**src/sv/bcu_pkg.sv**
```systemverilog
// Shared types, widths and controller encodings for the binomial coefficient unit.
package bcu_pkg;

  localparam int RESULT_WIDTH    = 64;
  localparam int INDEX_WIDTH     = 16;
  localparam int FIELD_WIDTH     = 16;
  localparam int COEFF_WIDTH     = 64;
  localparam int WORK_WIDTH      = INDEX_WIDTH - 1;
  localparam int LO_WIDTH        = RESULT_WIDTH / 2;
  localparam int HI_WIDTH        = RESULT_WIDTH - LO_WIDTH;
  localparam int PROD_WIDTH      = RESULT_WIDTH + WORK_WIDTH;
  localparam int REM_WIDTH       = WORK_WIDTH + 1;
  localparam int DIV_COUNT_WIDTH = $clog2(PROD_WIDTH);

  typedef struct packed {
    logic signed [FIELD_WIDTH-1:0] n_value;
    logic signed [FIELD_WIDTH-1:0] k_value;
  } bcu_req_t;

  typedef struct packed {
    logic [COEFF_WIDTH-1:0] coefficient;
    logic                   domain_error;
    logic                   overflow;
  } bcu_result_t;

  typedef struct packed {
    logic idle;
    logic load;
    logic mul_lo;
    logic mul_hi;
    logic div_step;
    logic commit;
    logic emit;
  } bcu_cmd_t;

  typedef struct packed {
    logic loop_done;
  } bcu_status_t;

  typedef enum logic [2:0] {
    ST_IDLE,
    ST_LOOP_TEST,
    ST_MUL_LO,
    ST_MUL_HI,
    ST_DIV,
    ST_COMMIT,
    ST_FINISH
  } bcu_state_t;

endpackage

```
**src/sv/bcu_ctrl.sv**
```systemverilog
// Sequencer for the multiply / divide loop of the binomial coefficient unit.
module bcu_ctrl
  import bcu_pkg::*;
(
  input  logic        clk,
  input  logic        rst,
  input  logic        in_valid,
  input  logic        out_free,
  input  bcu_status_t status,
  output bcu_cmd_t    cmd
);

  bcu_state_t                 state;
  bcu_state_t                 state_next;
  logic [DIV_COUNT_WIDTH-1:0] bit_count;
  logic                       div_last;

  assign div_last = (bit_count == DIV_COUNT_WIDTH'(PROD_WIDTH - 1));

  always_ff @(posedge clk) begin
    if (rst) begin
      state     <= ST_IDLE;
      bit_count <= '0;
    end else begin
      state <= state_next;
      if (state == ST_DIV) begin
        bit_count <= bit_count + 1'b1;
      end else begin
        bit_count <= '0;
      end
    end
  end

  // Next state
  always_comb begin
    state_next = state;
    unique case (state)
      ST_IDLE: begin
        if (in_valid) state_next = ST_LOOP_TEST;
      end
      ST_LOOP_TEST: begin
        state_next = status.loop_done ? ST_FINISH : ST_MUL_LO;
      end
      ST_MUL_LO:  state_next = ST_MUL_HI;
      ST_MUL_HI:  state_next = ST_DIV;
      ST_DIV: begin
        if (div_last) state_next = ST_COMMIT;
      end
      ST_COMMIT:  state_next = ST_LOOP_TEST;
      ST_FINISH: begin
        if (out_free) state_next = ST_IDLE;
      end
      default:    state_next = ST_IDLE;
    endcase
  end

  // Outputs
  always_comb begin
    cmd = '0;
    unique case (state)
      ST_IDLE: begin
        cmd.idle = 1'b1;
        cmd.load = in_valid;
      end
      ST_MUL_LO:  cmd.mul_lo   = 1'b1;
      ST_MUL_HI:  cmd.mul_hi   = 1'b1;
      ST_DIV:     cmd.div_step = 1'b1;
      ST_COMMIT:  cmd.commit   = 1'b1;
      ST_FINISH:  cmd.emit     = out_free;
      default:    cmd          = '0;
    endcase
  end

endmodule

```
**src/sv/bcu_datapath.sv**
```systemverilog
// Operand registers, shared 32-bit multiplier and restoring divider.
module bcu_datapath
  import bcu_pkg::*;
(
  input  logic        clk,
  input  bcu_cmd_t    cmd,
  input  bcu_req_t    req,
  output bcu_status_t status,
  output bcu_result_t result
);

  logic [RESULT_WIDTH-1:0] accumulator;
  logic [WORK_WIDTH-1:0]   step_index;
  logic [WORK_WIDTH-1:0]   work_n;
  logic [WORK_WIDTH-1:0]   work_k;
  logic [REM_WIDTH-1:0]    rem;
  logic [PROD_WIDTH-1:0]   quo;
  logic                    dom_err;
  logic                    ovf;

  // Request decode
  logic signed [INDEX_WIDTH-1:0] n_s;
  logic signed [INDEX_WIDTH-1:0] k_s;
  logic signed [INDEX_WIDTH-1:0] k_red;
  logic                          dom;

  assign n_s   = req.n_value[INDEX_WIDTH-1:0];
  assign k_s   = req.k_value[INDEX_WIDTH-1:0];
  assign dom   = (n_s < 0) || (k_s < 0) || (k_s > n_s);
  assign k_red = (k_s > (n_s >>> 1)) ? (n_s - k_s) : k_s;

  // Shared multiplier: one half of the accumulator times (n - i)
  logic [WORK_WIDTH-1:0]          multiplier;
  logic [HI_WIDTH-1:0]            mul_operand;
  logic [HI_WIDTH+WORK_WIDTH-1:0] product;

  assign multiplier  = work_n - step_index;
  assign mul_operand = cmd.mul_hi ? accumulator[RESULT_WIDTH-1:LO_WIDTH]
                                  : HI_WIDTH'(accumulator[LO_WIDTH-1:0]);
  assign product     = mul_operand * multiplier;

  // One restoring divide step by (i + 1)
  logic [WORK_WIDTH-1:0] divisor;
  logic [REM_WIDTH-1:0]  rem_sh;
  logic [REM_WIDTH:0]    trial;

  assign divisor = step_index + 1'b1;
  assign rem_sh  = {rem[REM_WIDTH-2:0], quo[PROD_WIDTH-1]};
  assign trial   = {1'b0, rem_sh} - (REM_WIDTH + 1)'(divisor);

  always_ff @(posedge clk) begin
    if (cmd.load) begin
      work_n      <= n_s[WORK_WIDTH-1:0];
      work_k      <= dom ? '0 : k_red[WORK_WIDTH-1:0];
      accumulator <= dom ? '0 : RESULT_WIDTH'(1);
      step_index  <= '0;
      dom_err     <= dom;
      ovf         <= 1'b0;
    end
    if (cmd.mul_lo) begin
      quo <= PROD_WIDTH'(product);
      rem <= '0;
    end
    if (cmd.mul_hi) begin
      quo <= quo + (PROD_WIDTH'(product) << LO_WIDTH);
    end
    if (cmd.div_step) begin
      if (!trial[REM_WIDTH]) begin
        rem <= trial[REM_WIDTH-1:0];
        quo <= {quo[PROD_WIDTH-2:0], 1'b1};
      end else begin
        rem <= rem_sh;
        quo <= {quo[PROD_WIDTH-2:0], 1'b0};
      end
    end
    if (cmd.commit) begin
      // Saturate and stop once the quotient no longer fits
      if (|quo[PROD_WIDTH-1:RESULT_WIDTH]) begin
        accumulator <= '1;
        ovf         <= 1'b1;
      end else begin
        accumulator <= quo[RESULT_WIDTH-1:0];
        step_index  <= step_index + 1'b1;
      end
    end
  end

  assign status.loop_done    = ovf || (step_index == work_k);
  assign result.coefficient  = COEFF_WIDTH'(accumulator);
  assign result.domain_error = dom_err;
  assign result.overflow     = ovf;

endmodule

```
**src/sv/binomial_coefficient_unit.sv**
```systemverilog
// Top level of the binomial coefficient unit: handshakes, controller and datapath.
//
// Each request carries signed n and k and returns one result: C(n,k) as an exact
// unsigned 64-bit value, or domain_error with a zero coefficient when n<0, k<0 or
// k>n. k is first folded to n-k when it exceeds n/2; the unit then starts from 1
// and for i = 0 .. k-1 multiplies by (n-i) and divides by (i+1), each quotient
// being exact. A quotient of 2^64 or more saturates the coefficient to all ones,
// sets overflow and ends the loop. One request is worked on at a time; in_stall is
// high from acceptance until the result is loaded into the output register, which
// then holds it under out_stall while the next request is already taken. The loop
// runs j times, where j is the folded k, or fewer when overflow ends the loop
// early, at most about 34; a domain error or a zero column goes from the loop test
// straight to the finish state. Each iteration passes through the loop test, a low
// and a high pass on the shared 32 x 15 multiplier, the bit-serial restoring divider
// at one quotient bit per cycle over the 79-bit product, and the commit.
module binomial_coefficient_unit
  import bcu_pkg::*;
(
  input  logic        clk,
  input  logic        rst,
  input  logic        in_valid,
  output logic        in_stall,
  input  bcu_req_t    in_req,
  output logic        out_valid,
  input  logic        out_stall,
  output bcu_result_t out_result
);

  bcu_cmd_t    cmd;
  bcu_status_t status;
  bcu_result_t dp_result;
  logic        out_free;

  // The output register can take a new result when empty or being drained
  assign out_free = !out_valid || !out_stall;
  // Hold off new requests while one is in the loop or awaits the output register
  assign in_stall = !cmd.idle;

  bcu_ctrl u_ctrl (
    .clk      (clk),
    .rst      (rst),
    .in_valid (in_valid),
    .out_free (out_free),
    .status   (status),
    .cmd      (cmd)
  );

  bcu_datapath u_datapath (
    .clk    (clk),
    .cmd    (cmd),
    .req    (in_req),
    .status (status),
    .result (dp_result)
  );

  // Output register: load on emit, drop valid once the result is taken
  always_ff @(posedge clk) begin
    if (rst) begin
      out_valid <= 1'b0;
    end else if (cmd.emit) begin
      out_valid <= 1'b1;
    end else if (!out_stall) begin
      out_valid <= 1'b0;
    end
  end

  always_ff @(posedge clk) begin
    if (cmd.emit) begin
      out_result <= dp_result;
    end
  end

endmodule

```
**config.mk**
```make
export PLATFORM = sky130hd
export DESIGN_NAME = binomial_coefficient_unit
export DESIGN_NICKNAME = d
export VERILOG_FILES = /design/src/sv/bcu_pkg.sv /design/src/sv/bcu_ctrl.sv /design/src/sv/bcu_datapath.sv /design/src/sv/binomial_coefficient_unit.sv
export SDC_FILE = /design/constraint.sdc
export NUM_CORES = 2
export LEC_CHECK = 0
export BUFFER_PORTS_ARGS = -buffer_cell sky130_fd_sc_hd__buf_2
export CAP_MARGIN = 20
export CORE_UTILIZATION = 30
export CTS_BUF_LIST = sky130_fd_sc_hd__clkbuf_4 sky130_fd_sc_hd__clkbuf_8
export DETAILED_ROUTE_END_ITERATION = 8
export SYNTH_ARGS = -nofsm -noshare
export SYNTH_HDL_FRONTEND = slang
export SYNTH_SLANG_ARGS = --single-unit
```
**constraint.sdc**
```tcl
create_clock -name clk -period 16.2 [get_ports clk]
set_input_delay 1.62 -clock clk [delete_from_list [all_inputs] [get_ports clk]]
set_output_delay 1.62 -clock clk [all_outputs]
set_load 0.05 [all_outputs]
```
; Word-level counts from Yosys, hierarchy flattened
; Cells that the tools add are included.
; W data, S select, Z words.
[op_classes]
n_shift = 0
n_mux = 32
bitwise = 1
n_lt_le_gt_ge = 4
reduce_logical = 14
div_mod_pow = 0
addsub = 6
eq_ne = 12
mul = 1
[op_table]
columns = cell, n
row1 = $mux W79, 3
row2 = $mux W64, 3
row3 = $mux W15, 7
row4 = $add A79 B79 Y79, 1
row5 = $mul A32 B15 Y47, 1
row6 = $lt A16 B1 Y1 const B, 2
row7 = $mux W32, 1
row8 = $sub A15 B15 Y15, 2
row9 = $pmux W3 S7, 1
row10 = $sub A16 B15 Y17, 1
row11 = $gt A16 B15 Y1, 1
row12 = $gt A16 B16 Y1, 1
row13 = $add A15 B1 Y15 const B, 1
row14 = $eq A15 B15 Y1, 1
row15 = $reduce_or A15 Y1, 1
row16 = $mux W1, 12
row17 = $mux W3, 4
row18 = $eq A3 B3 Y1 const B, 3
row19 = $add A7 B1 Y7 const B, 1
row20 = $eq A7 B7 Y1 const B, 1
row21 = $eq A3 B2 Y1 const B, 2
row22 = $ne A2 B1 Y1 const B, 3
row23 = $logic_or A1 B1 Y1, 4
row24 = $reduce_bool A2 Y1, 2
row25 = other kinds (9), 11
[word_totals]
latch_bits = 0
ramBits = 0
rom_bits = 0
input_bits = 36
output_inout_bits = 68
memories = 0
register_bits = 282
wordCells = 84

; Longest topological paths before layout
[logic_depth]
ltp_word = 7
mapped_depth = 48
depth_no_buf = 47

; Cells and area by module
; A second synthesis with hierarchy kept.
[hier_totals]
hier_cells = 3333
area_unflattened_um2 = 31567.8
[by_module_without_submodules]
columns = module, n_inst, area_per_inst_um2, seq_area_each_um2, cells_per_inst
row1 = bcu_datapath, 1, 29052.9, 5995.8, 3200
row2 = binomial_coefficient_unit, 1, 2018.2, 2001.9, 71
row3 = bcu_ctrl, 1, 496.7, 200.2, 62

; Worst setup path after synthesis
; Ideal clock, no wire load.
[synth_timing]
kind = register to register
start = register u_datapath.step_index[0]
end = register u_datapath.quo[78], data pin
setup_ps = 265
period_less_slack_ps = 10133
path_stages_with_launch = 45
n_path_buf = 2
arrival_time_ps = 9869
required_time_ps = 15935
path_slack_ps = 6067
cell_sequence = dfxtp_1 ha_1 inv_1 fa_1 a21o_1 a21oi_1 o21ai_0 a21oi_1 o21ai_0 a21oi_1 o211ai_1 a31o_2 a21o_1 xor2_1 clkbuf_1 nor2_1 fa_1 fa_1 (+9 left out) o41a_1 or3b_1 o21ai_1 o31ai_1 a31oi_1 o21ai_0 xnor2_1 ha_1 clkbuf_1 a21o_1 a21oi_1 nor2b_1 o21ai_0 a21oi_1 a211oi_1 o41ai_1 xnor3_1 o21ai_1
[synth_via]
elab_chain_cells = 5
[synth_rtl]
columns = item, line
row1 = "start, declared", bcu_datapath.sv:13  ; logic [WORK_WIDTH-1:0] step_index;
row2 = "start signal, assigned", bcu_datapath.sv:83  ; step_index <= step_index + 1'b1;
row3 = $sub A15 B15 Y15, bcu_datapath.sv:37  ; assign multiplier = work_n - step_index;
row4 = $mul A32 B15 Y47, bcu_datapath.sv:40  ; assign product = mul_operand * multiplier;
row5 = $add A79 B79 Y79, bcu_datapath.sv:65  ; quo <= quo + (PROD_WIDTH'(product) << LO_WIDTH);
row6 = $mux W79, bcu_datapath.sv:64  ; if (cmd.mul_hi) begin
row7 = $mux W79, bcu_datapath.sv:67  ; if (cmd.div_step) begin
row8 = "end signal, assigned", bcu_datapath.sv:65
row9 = "end signal, assigned", bcu_datapath.sv:70  ; quo <= {quo[PROD_WIDTH-2:0], 1'b1};
row10 = "end signal, assigned", bcu_datapath.sv:73  ; quo <= {quo[PROD_WIDTH-2:0], 1'b0};
row11 = "end, declared", bcu_datapath.sv:17  ; logic [PROD_WIDTH-1:0] quo;
; No other way between the ends.
; A chain may end at the register's enable or synchronous reset.

; Worst setup path after layout
[layout_timing]
start = register u_datapath.step_index[1]
end = register u_datapath.quo[78], data pin
; Same word-level chain as after synthesis.

==> qor.yml <==
status: "finished, final reports clean"
io_buffers: 103
maxCapViolCount: 0
place.gp.congestion: 0.902
hold_path_class: "flip-flop to flip-flop"
grtUsageTotal_pct: 17.7
worst_ep_required_time_ns: 16.54
synthesis.nets: 4069
synth-adder-area-share_pct: 34.3
ff2ff_path_depth: 44
ys.flop_type: "edfxtp_1"
finalHoldViolations: 0
yosys.area_share.simple_pct: 16.3
first_global_vias: 24725
antenna_found_initial: 2
reg2reg_from: "u_datapath.step_index[1]$_DFF_P_"
synthTopCellsByArea: "fa_1 (25%), edfxtp_1 (24%), ha_1 (9.4%)"
ant_nets: 0
max_slew_margin_pct: 17.4
grt_overflow_total: 0
syn-cell-area_um2: 31400
root_buffer: "clkbuf_8"
synthCells: 3406
grt_max_degree: 68
worst_path_max_delay_cell: "or4_1"
fin_nets: 4133
cts.clk_slew.worst_paths_ns: 0.06
finalMaxSlewViolations: 0
clock_path_buffers: 3
ys_ff_latch: 282
synth_edf_count: 255
min_from: "u_datapath.dom_err$_DFFE_PP_"
timing.final.ws_setup_ns: 4.52
fin_crit_sh_pct: 72.1
synth-compound-area-share_pct: 10.3
cp.arrival_ns: 12.03
post-cts-setup-buffer-count: 0
viasPerCell: 5.00
ctsResizeCount: 0
synth_top_family_by_area: "adder cells"
route.detailed.drc: 0
fp.dieH_um: 326
totalWireLength_mm: 93.9
startpoint: "u_datapath.step_index[1]$_DFF_P_"
r2r_end: "u_datapath.quo[78]$_DFFE_PP_"
period_needed_ns: 11.68
cpMostUsedCell: "fa_1"
cts_tree: "yes"
synth.most_common_cell: "nand2_1"
cp_max_fo: 14
finalSetupViolations: 0
worst_path_largest_cell_delay_ns: 0.81
drive_above_1_share_pct: 7.50
critPathKind: "flip-flop to flip-flop"
cts.sinks: 282
ys_seq_area_share_pct: 26.1
ios: 104
yosysTopAreaCell: "fa_1"
finClkSkew_ns: 0.0737
synthDistinctLibCells: 74
async_reset_ff_share_pct: 0
first_iter_violations: 1831
cts_buffers: 48
worst_pin_slew_ns: 1.20
dp_slack_ns: 4.76
drt-pass1-iter-count: 5
clock_latency_ns: 0.68
wl_per_cell_um: 19.2
start_util_pct: 30.3
synth.top_cells.by_count: "nand2_1 (513), inv_1 (457), nor2_1 (434)"
worst_setup_path_end_kind: "flip-flop"
cts_max_level: 2
design.die.area_um2: 106000
whs_path_depth: 0
synth_warnings: 0
dr_total_vias: 24445
core-area_um2: 104000
holdBufCountCts: 0
r2r_slack_ns: 4.52
die_w_um: 326
startpoint_type: "flip-flop"
synth_xor_area_share_pct: 4.22
syn_area_per_cell_um2: 9.23
dp_hpwl_mm: 74.0
synthMuxAreaShare_pct: 1.64
rows: 118
grt_setup_unrepaired: "false"
fmax_mhz: 85.6
area_growth_pct: 10.2
hold_path_end: "out_result[1]$_DFFE_PP_"
yosysTopAreaCellShare_pct: 25.0
setup-tns-final_ns: 0
grt_pass1_wl_mm: 146
-- critical path: cells and delay by family, from the launching register on --
kind | cells | cell delay, ns
adders and majority gates | 9 | 3.89
buffers and inverters | 4 | 0.26
and+or+nand+nor | 6 | 1.76
DFF | 1 | 0.46
xor gates and xnor gates | 2 | 0.35
muxes | 1 | 0.39
AOI/OAI and AO/OA | 22 | 4.29
-- metrics by stage --
stage | std cells | hold WS (ns) | util, % | instance area (um2)
floorplan | 3406 | 0.400 | - | 31400
global placement | 4796 | 0.403 | 32.4 | 33600
detailed placement | 4798 | 0.423 | 32.4 | 33600
CTS | 4886 | 0.427 | 33.4 | 34600
global route | 4888 | 0.443 | 33.4 | 34600
finish | 4889 | 0.424 | 33.4 | 34600
-- routing by layer --
layer,vias up,track usage (%),wire length (um)
li1,11268,-,-
met1,12175,23.1,39700
met2,818,28.9,43500
met3,180,3.71,7080
met4,4,6.50,3660
met5,-,0,27
-- worst max-delay path by stage --
stage                                    to  slack (ns)
2_1_floorplan  u_datapath.quo[78]$_DFFE_PP_        6.07
3_3_place_gp   u_datapath.quo[78]$_DFFE_PP_        4.82
3_5_place_dp   u_datapath.quo[78]$_DFFE_PP_        4.76
6_report       u_datapath.quo[78]$_DFFE_PP_        4.52
4_1_cts        u_datapath.quo[78]$_DFFE_PP_        4.72
5_1_grt        u_datapath.quo[78]$_DFFE_PP_        3.99
-- state kept, by name (all words and copies together) (netlist names) --
name / cells
u_datapath.work_k: 15
u_datapath.step_index: 15
u_datapath.accumulator: 64
u_datapath.ovf: 1
u_datapath.rem: 15
u_ctrl.bit_count: 7
u_datapath.quo: 79
u_ctrl.state: 3
u_datapath.work_n: 15
out_valid: 1
u_datapath.dom_err: 1
out_result: 66
-- cells by family (layout without fill, tap and decap cells) --
| logic type | count (synthesis) | in the layout |
|---|---|---|
| and+or+nand+nor | 1207 | 1207 |
| adders and majority gates | 627 | 627 |
| buffers and inverters | 591 | 693 |
| AOI/OAI and AO/OA | 498 | 498 |
| DFF | 282 | 282 |
| xor gates and xnor gates | 150 | 150 |
| muxes | 51 | 51 |
| other | 0 | 1 |
-- layout by cell type (no fill, tap or decap), drive strengths merged, types with 50 or more instances in the layout --
master,instances
edfxtp,255
nor2,434
xnor2,92
a21oi,126
nand3,50
ha,235
o21ai,122
buf,148
clkbuf,61
fa,392
a21o,65
xor2,57
nand2,513
inv,458
-- cell type report --
type / count / area, um2
Fill cell: 10768 / 69000
Multi-Input combinational cell: 2533 / 21100
Sequential cell: 282 / 8200
Tap cell: 1380 / 1730
Inverter: 457 / 1720
Timing Repair Buffer: 148 / 870
Clock buffer: 61 / 783
Clock inverter: 27 / 225
Antenna cell: 1 / 2.50
Power is not shown: default switching activity piles up to over one toggle a cycle in this logic, so the estimate is an artifact.
